### src/hw/rtl/positional_array_list_core_macros.svh
// Assertion macros used by the positional array list core.
`ifndef POSITIONAL_ARRAY_LIST_CORE_MACROS_SVH
`define POSITIONAL_ARRAY_LIST_CORE_MACROS_SVH

// Check a condition on every clock edge outside reset.
`define PALC_ASSERT(lbl, cond) \
	lbl: assert property (@(posedge clk) disable iff (!arst_n) (cond)) \
		else $error("palc assertion failed");

// Check that a condition in one cycle implies another in the next cycle.
`define PALC_ASSERT_NEXT(lbl, ante, cons) \
	lbl: assert property (@(posedge clk) disable iff (!arst_n) (ante) |=> (cons)) \
		else $error("palc sequence assertion failed");

`endif

### src/hw/rtl/palc_pkg.sv
// Types and codes shared by the positional array list core and its cells.
`default_nettype none

package palc_pkg;

	typedef enum logic [3:0] {
		OP_INS_HEAD = 4'd0,
		OP_INS_AT   = 4'd1,
		OP_INS_TAIL = 4'd2,
		OP_SWAP     = 4'd3,
		OP_EDIT     = 4'd4,
		OP_REM_HEAD = 4'd5,
		OP_REM_TAIL = 4'd6,
		OP_REM_AT   = 4'd7,
		OP_READ     = 4'd8
	} op_e;

	typedef enum logic [2:0] {
		ST_OK     = 3'd0,
		ST_FULL   = 3'd1,
		ST_EMPTY  = 3'd2,
		ST_BADPOS = 3'd3,
		ST_SAME   = 3'd4
	} status_e;

	typedef enum logic [1:0] {
		S_IDLE,
		S_GATHER,
		S_APPLY
	} state_e;

	typedef struct packed {
		logic [3:0]         op;
		logic [6:0]         position;
		logic [6:0]         second_position;
		logic signed [31:0] entry_code;
		logic [15:0]        entry_year;
	} req_t;

	typedef struct packed {
		logic [2:0]         status;
		logic signed [31:0] out_code;
		logic [15:0]        out_year;
		logic [7:0]         count;
	} rsp_t;

	typedef struct packed {
		logic signed [31:0] code;
		logic [15:0]        year;
	} entry_t;

	// Row-wide action, at most one flag set.
	typedef struct packed {
		logic ins;
		logic rem;
		logic swap;
		logic edit;
	} cell_ctrl_t;

endpackage

`default_nettype wire

### src/hw/rtl/palc_cell.sv
// One list slot: holds a record and takes it from a neighbor, the request or a swap source.
`default_nettype none

module palc_cell import palc_pkg::*; #(
	parameter int PW    = 8,
	parameter int INDEX = 0
) (
	input  wire logic            clk,
	input  wire cell_ctrl_t      ctrl,
	input  wire logic [PW-1:0]   at,
	input  wire logic [PW-1:0]   at2,
	input  wire entry_t          wr_data,
	input  wire entry_t          swap1,
	input  wire entry_t          swap2,
	input  wire entry_t          left,
	input  wire entry_t          right,
	output entry_t               entry,
	output entry_t               tap1,
	output entry_t               tap2
);

	localparam logic [PW-1:0] IDX = PW'(INDEX);

	entry_t entry_q;
	entry_t entry_d;
	logic   hit1;
	logic   hit2;

	assign hit1 = (at == IDX);
	assign hit2 = (at2 == IDX);

	always_comb begin
		entry_d = entry_q;
		if (ctrl.ins) begin
			if (hit1) begin
				entry_d = wr_data;
			end else if (at < IDX) begin
				entry_d = left;
			end
		end else if (ctrl.rem) begin
			// close the gap: every slot from the removed one up takes its upper neighbor
			if (!(IDX < at)) begin
				entry_d = right;
			end
		end else if (ctrl.swap) begin
			if (hit1) begin
				entry_d = swap2;
			end else if (hit2) begin
				entry_d = swap1;
			end
		end else if (ctrl.edit) begin
			if (hit1) begin
				entry_d = wr_data;
			end
		end
	end

	always_ff @(posedge clk) begin
		entry_q <= entry_d;
	end

	assign entry = entry_q;
	assign tap1  = hit1 ? entry_q : '0;
	assign tap2  = hit2 ? entry_q : '0;

endmodule

`default_nettype wire
### config.mk
export PLATFORM = sky130hd
export DESIGN_NAME = palc_cell
export DESIGN_NICKNAME = d
export VERILOG_FILES = /design/src/hw/rtl/positional_array_list_core_macros.svh /design/src/hw/rtl/palc_pkg.sv /design/src/hw/rtl/palc_cell.sv
export SDC_FILE = /design/constraint.sdc
export NUM_CORES = 1
export LEC_CHECK = 0
export ABC_AREA = 1
export BUFFER_PORTS_ARGS = -buffer_cell sky130_fd_sc_hd__buf_2
export CAP_MARGIN = 20
export CORE_AREA = 5 5 154 156
export DETAILED_ROUTE_END_ITERATION = 10
export DIE_AREA = 0 0 159 161
export MAX_ROUTING_LAYER = met4
export SLEW_MARGIN = 25
export SYNTH_ARGS = -nofsm -noshare
export SYNTH_HDL_FRONTEND = slang
export SYNTH_SLANG_ARGS = --single-unit
### constraint.sdc
create_clock -name clk -period 4.29 [get_ports clk]
set_input_delay 0.429 -clock clk [delete_from_list [all_inputs] [get_ports clk]]
set_output_delay 0.429 -clock clk [all_outputs]
set_load 0.02 [all_outputs]
==> summary by stage <==
Floorplanning
In this run the vertical extent of the chip is 161 um. The placement row count is 55. The die is 159 um wide. The floorplan core area is 22200 um^2. The die covers 25600 um^2.

The initial utilization of the core area, before any placement, comes to 0.236. The I/O pin count is 405.

Cells and area
The design area is 7530 um^2. The most frequent standard cell in the layout excluding fill and tap cells is sky130_fd_sc_hd__buf_2. The area added between synthesis and finish is 43.8%. The number of flip-flops under the largest register name is 48. Of the cells placed in the final design, the portion with a size suffix greater than 1 is 0.353. The area occupied by multi-input gates is 2770 um^2. The layout has 2485 filler cells. The register area is 1440 um^2. In the layout the commonest cells are sky130_fd_sc_hd__buf_2 (404), sky130_fd_sc_hd__inv_1 (193), sky130_fd_sc_hd__nand3_1 (192), sky130_fd_sc_hd__nor2_1 (107), sky130_fd_sc_hd__nand2_1 (99). The net count reported at finish is 1474. 0 antenna diodes ended up in the layout.

Drt
The total wire length is 24900 um. The number of violations reported at the end of detailed-routing iteration 0 is 402. The number of iterations in the first detailed-routing pass is 5. The mean number of vias per cell is 4.57. The DRC violation count after routing is 0.

The total via count after detailed routing is 6846. The routed length per placed instance is 16.6 um. The count of nets left with antenna violations once routing finished came out at 0.

Worst setup path
The class of the most critical setup path is input pin to output port. In this run the worst path has a maximum fanout of 48. Data on the critical path arrives at its endpoint at 1940 ps.

The endpoint kind of the worst setup timing path is an output port. For the worst setup path, the data required time is 3860 ps. The type of origin of the critical path is an input pin.

Global route
The first global-routing pass estimated 38000 um of wire. The number of global-route vias before repair is 6879. Entering global routing, the biggest net connects 97 pins. The number of antenna violations at the first check in global routing came to 0.

The total routing resource utilization after global routing is 0.189. The residual overflow from global routing is 0.

Synthesis
Of the post-synthesis cell area, the dominant cell type holds 0.275. The count of yosys warnings during synthesis is 0. The number of instances in the synthesized netlist is 858.

Each instance of the synthesized netlist takes up on average 6.11 um^2. Sorting the synthesized cells by area gives the leading types as sky130_fd_sc_hd__edfxtp_1 (28%), sky130_fd_sc_hd__nand3_1 (18%), sky130_fd_sc_hd__inv_1 (14%). In this run, distinct cell masters in the synthesized netlist total 18. Counting every net in the synthesized netlist gives 1119. For this run, the register share of the synthesized area comes to 0.275. The post-synthesis register bit count is 48. Of all cell types, the one taking the most synthesized area is sky130_fd_sc_hd__edfxtp_1. The netlist area before placement is 5240 um^2.

Clocking
The number of buffers added by the clock tree synthesis step is 5. The tree built by TritonCTS fans out to 48 sinks. The maximum root-to-sink buffer count is 2. Clock-pin slew was measured on the worst setup and hold paths at 70 ps. The number of buffers inserted to repair setup after CTS is 0. The number of gates resized after CTS was 0. The tree is rooted in a sky130_fd_sc_hd__clkbuf_16. Hold repair after CTS inserted 0 buffers. TritonCTS built the clock tree. The maximum level of the CTS H-tree is 2.

Placed design
Routability-driven placement finished with a final weighted congestion of 0.897. The pre-CTS setup slack is 1670 ps. After detailed placement, the total cell area comes to 7400 um^2. The HPWL after detailed placement is 18200 um. Port buffering added 404 buffers.

STA
The slack of the critical path is 1920 ps. After routing, the total negative slack on setup checks comes to 0 ps. The count of endpoints failing setup in the final report is 0. At the pin with the least slew margin, the transition time is 1030 ps. Based on the critical path, the design can be clocked at up to 422 MHz. In the finished design, the share of the clock period the worst path needs comes to 0.552.

The total count of hold-check failures in the final report is 0. Setup repair after global routing left no endpoint under its margin. The final critical delay including setup and external delays is 2370 ps. The final-report max-slew violation count is 0. The worst pin sits at a relative slew slack of 0.313.

Min path
The type of the worst min-delay path is input pin to register. The worst hold path terminates at entry[13]$_DFFE_PP_. The cell depth of the worst min-delay path is 4. The worst hold path begins at left[13].

Power
In this run the power density over the cells is 168 nW/um^2. The maximum ir drop on the vdd rail is 116 uV. In this run the static leakage power is 0.00411 uW. The final total power is 1270 uW.

Outcome
The flow ran to the end, and the final reports show no timing, DRC or antenna violations.

Job
The number of max-cap violations is 0.
-- power breakdown --
group          switching (uW)  internal (uW)  total [uW]
clock network             185            216         400
logic                     178            162         339
registers                1.24            524         526
-- synth_stat cells --
library cell               number
sky130_fd_sc_hd__inv_1        195
sky130_fd_sc_hd__nand3_1      192
sky130_fd_sc_hd__nor2_1       107
sky130_fd_sc_hd__nand2_1      100
sky130_fd_sc_hd__o21bai_1      96
sky130_fd_sc_hd__edfxtp_1      48
sky130_fd_sc_hd__o21ai_0       47
sky130_fd_sc_hd__clkbuf_1      28
sky130_fd_sc_hd__buf_2         23
sky130_fd_sc_hd__buf_1          7
sky130_fd_sc_hd__buf_6          5
sky130_fd_sc_hd__buf_4          3
sky130_fd_sc_hd__nand2_2        2
sky130_fd_sc_hd__a21oi_1        1
sky130_fd_sc_hd__inv_2          1
sky130_fd_sc_hd__nor2_4         1
sky130_fd_sc_hd__nor3_2         1
sky130_fd_sc_hd__o21ai_1        1
-- worst max-delay path: stages --
cell	delay [ps]
sky130_fd_sc_hd__buf_2	120
sky130_fd_sc_hd__nor2_1	90
sky130_fd_sc_hd__nand2_1	60
sky130_fd_sc_hd__nor2_1	300
sky130_fd_sc_hd__inv_2	470
sky130_fd_sc_hd__nor2_1	270
sky130_fd_sc_hd__buf_2	200
-- logic make-up after synthesis --
family                 Yosys count  synth area share
and+or+nand+nor                403             0.338
AOI/OAI and AO/OA              145             0.184
DFF                             48             0.275
buffers and inverters          262             0.202
-- per-layer routing --
metal	wire length [um]	part of all wire	global-route usage
met3	1770	0.071	0.0373
met2	12300	0.49	0.318
met1	10300	0.41	0.229
met5	0	0	-
met4	574	0.023	0.0605
-- worst max-delay path by stage --
| stage | to | slack (ps) | start | cells after the start |
|---|---|---|---|---|
| 4_1_cts | tap2[9] | 1840 | at2[0] | 7 |
| 2_1_floorplan | entry[0]$_DFFE_PP_ | 390 | at[3] | 6 |
| 6_report | tap2[9] | 1920 | at2[0] | 7 |
| 3_3_place_gp | entry[43]$_DFFE_PP_ | 1690 | at[2] | 7 |
| 3_5_place_dp | entry[43]$_DFFE_PP_ | 1670 | at[3] | 7 |
| 5_1_grt | tap2[9] | 1770 | at2[0] | 7 |
-- stage by stage --
stage | cells | util | hold slack, ps
floorplan | 858 | - | 728
global route | 1499 | 0.339 | 524
detailed placement | 1491 | 0.333 | 827
finish | 1499 | 0.339 | 520
global placement | 1491 | 0.333 | 818
CTS | 1499 | 0.339 | 510
-- area by class of cell --
type / count / share of cell area
tap: 285 / 0.0473
timing repair buffer: 414 / 0.278
clock buffer: 7 / 0.0176
sequential: 48 / 0.191
inverter: 196 / 0.0976
clock inverter: 1 / 0.000498
multi-input combinational: 548 / 0.367
Power figures use the tool's default switching activity.
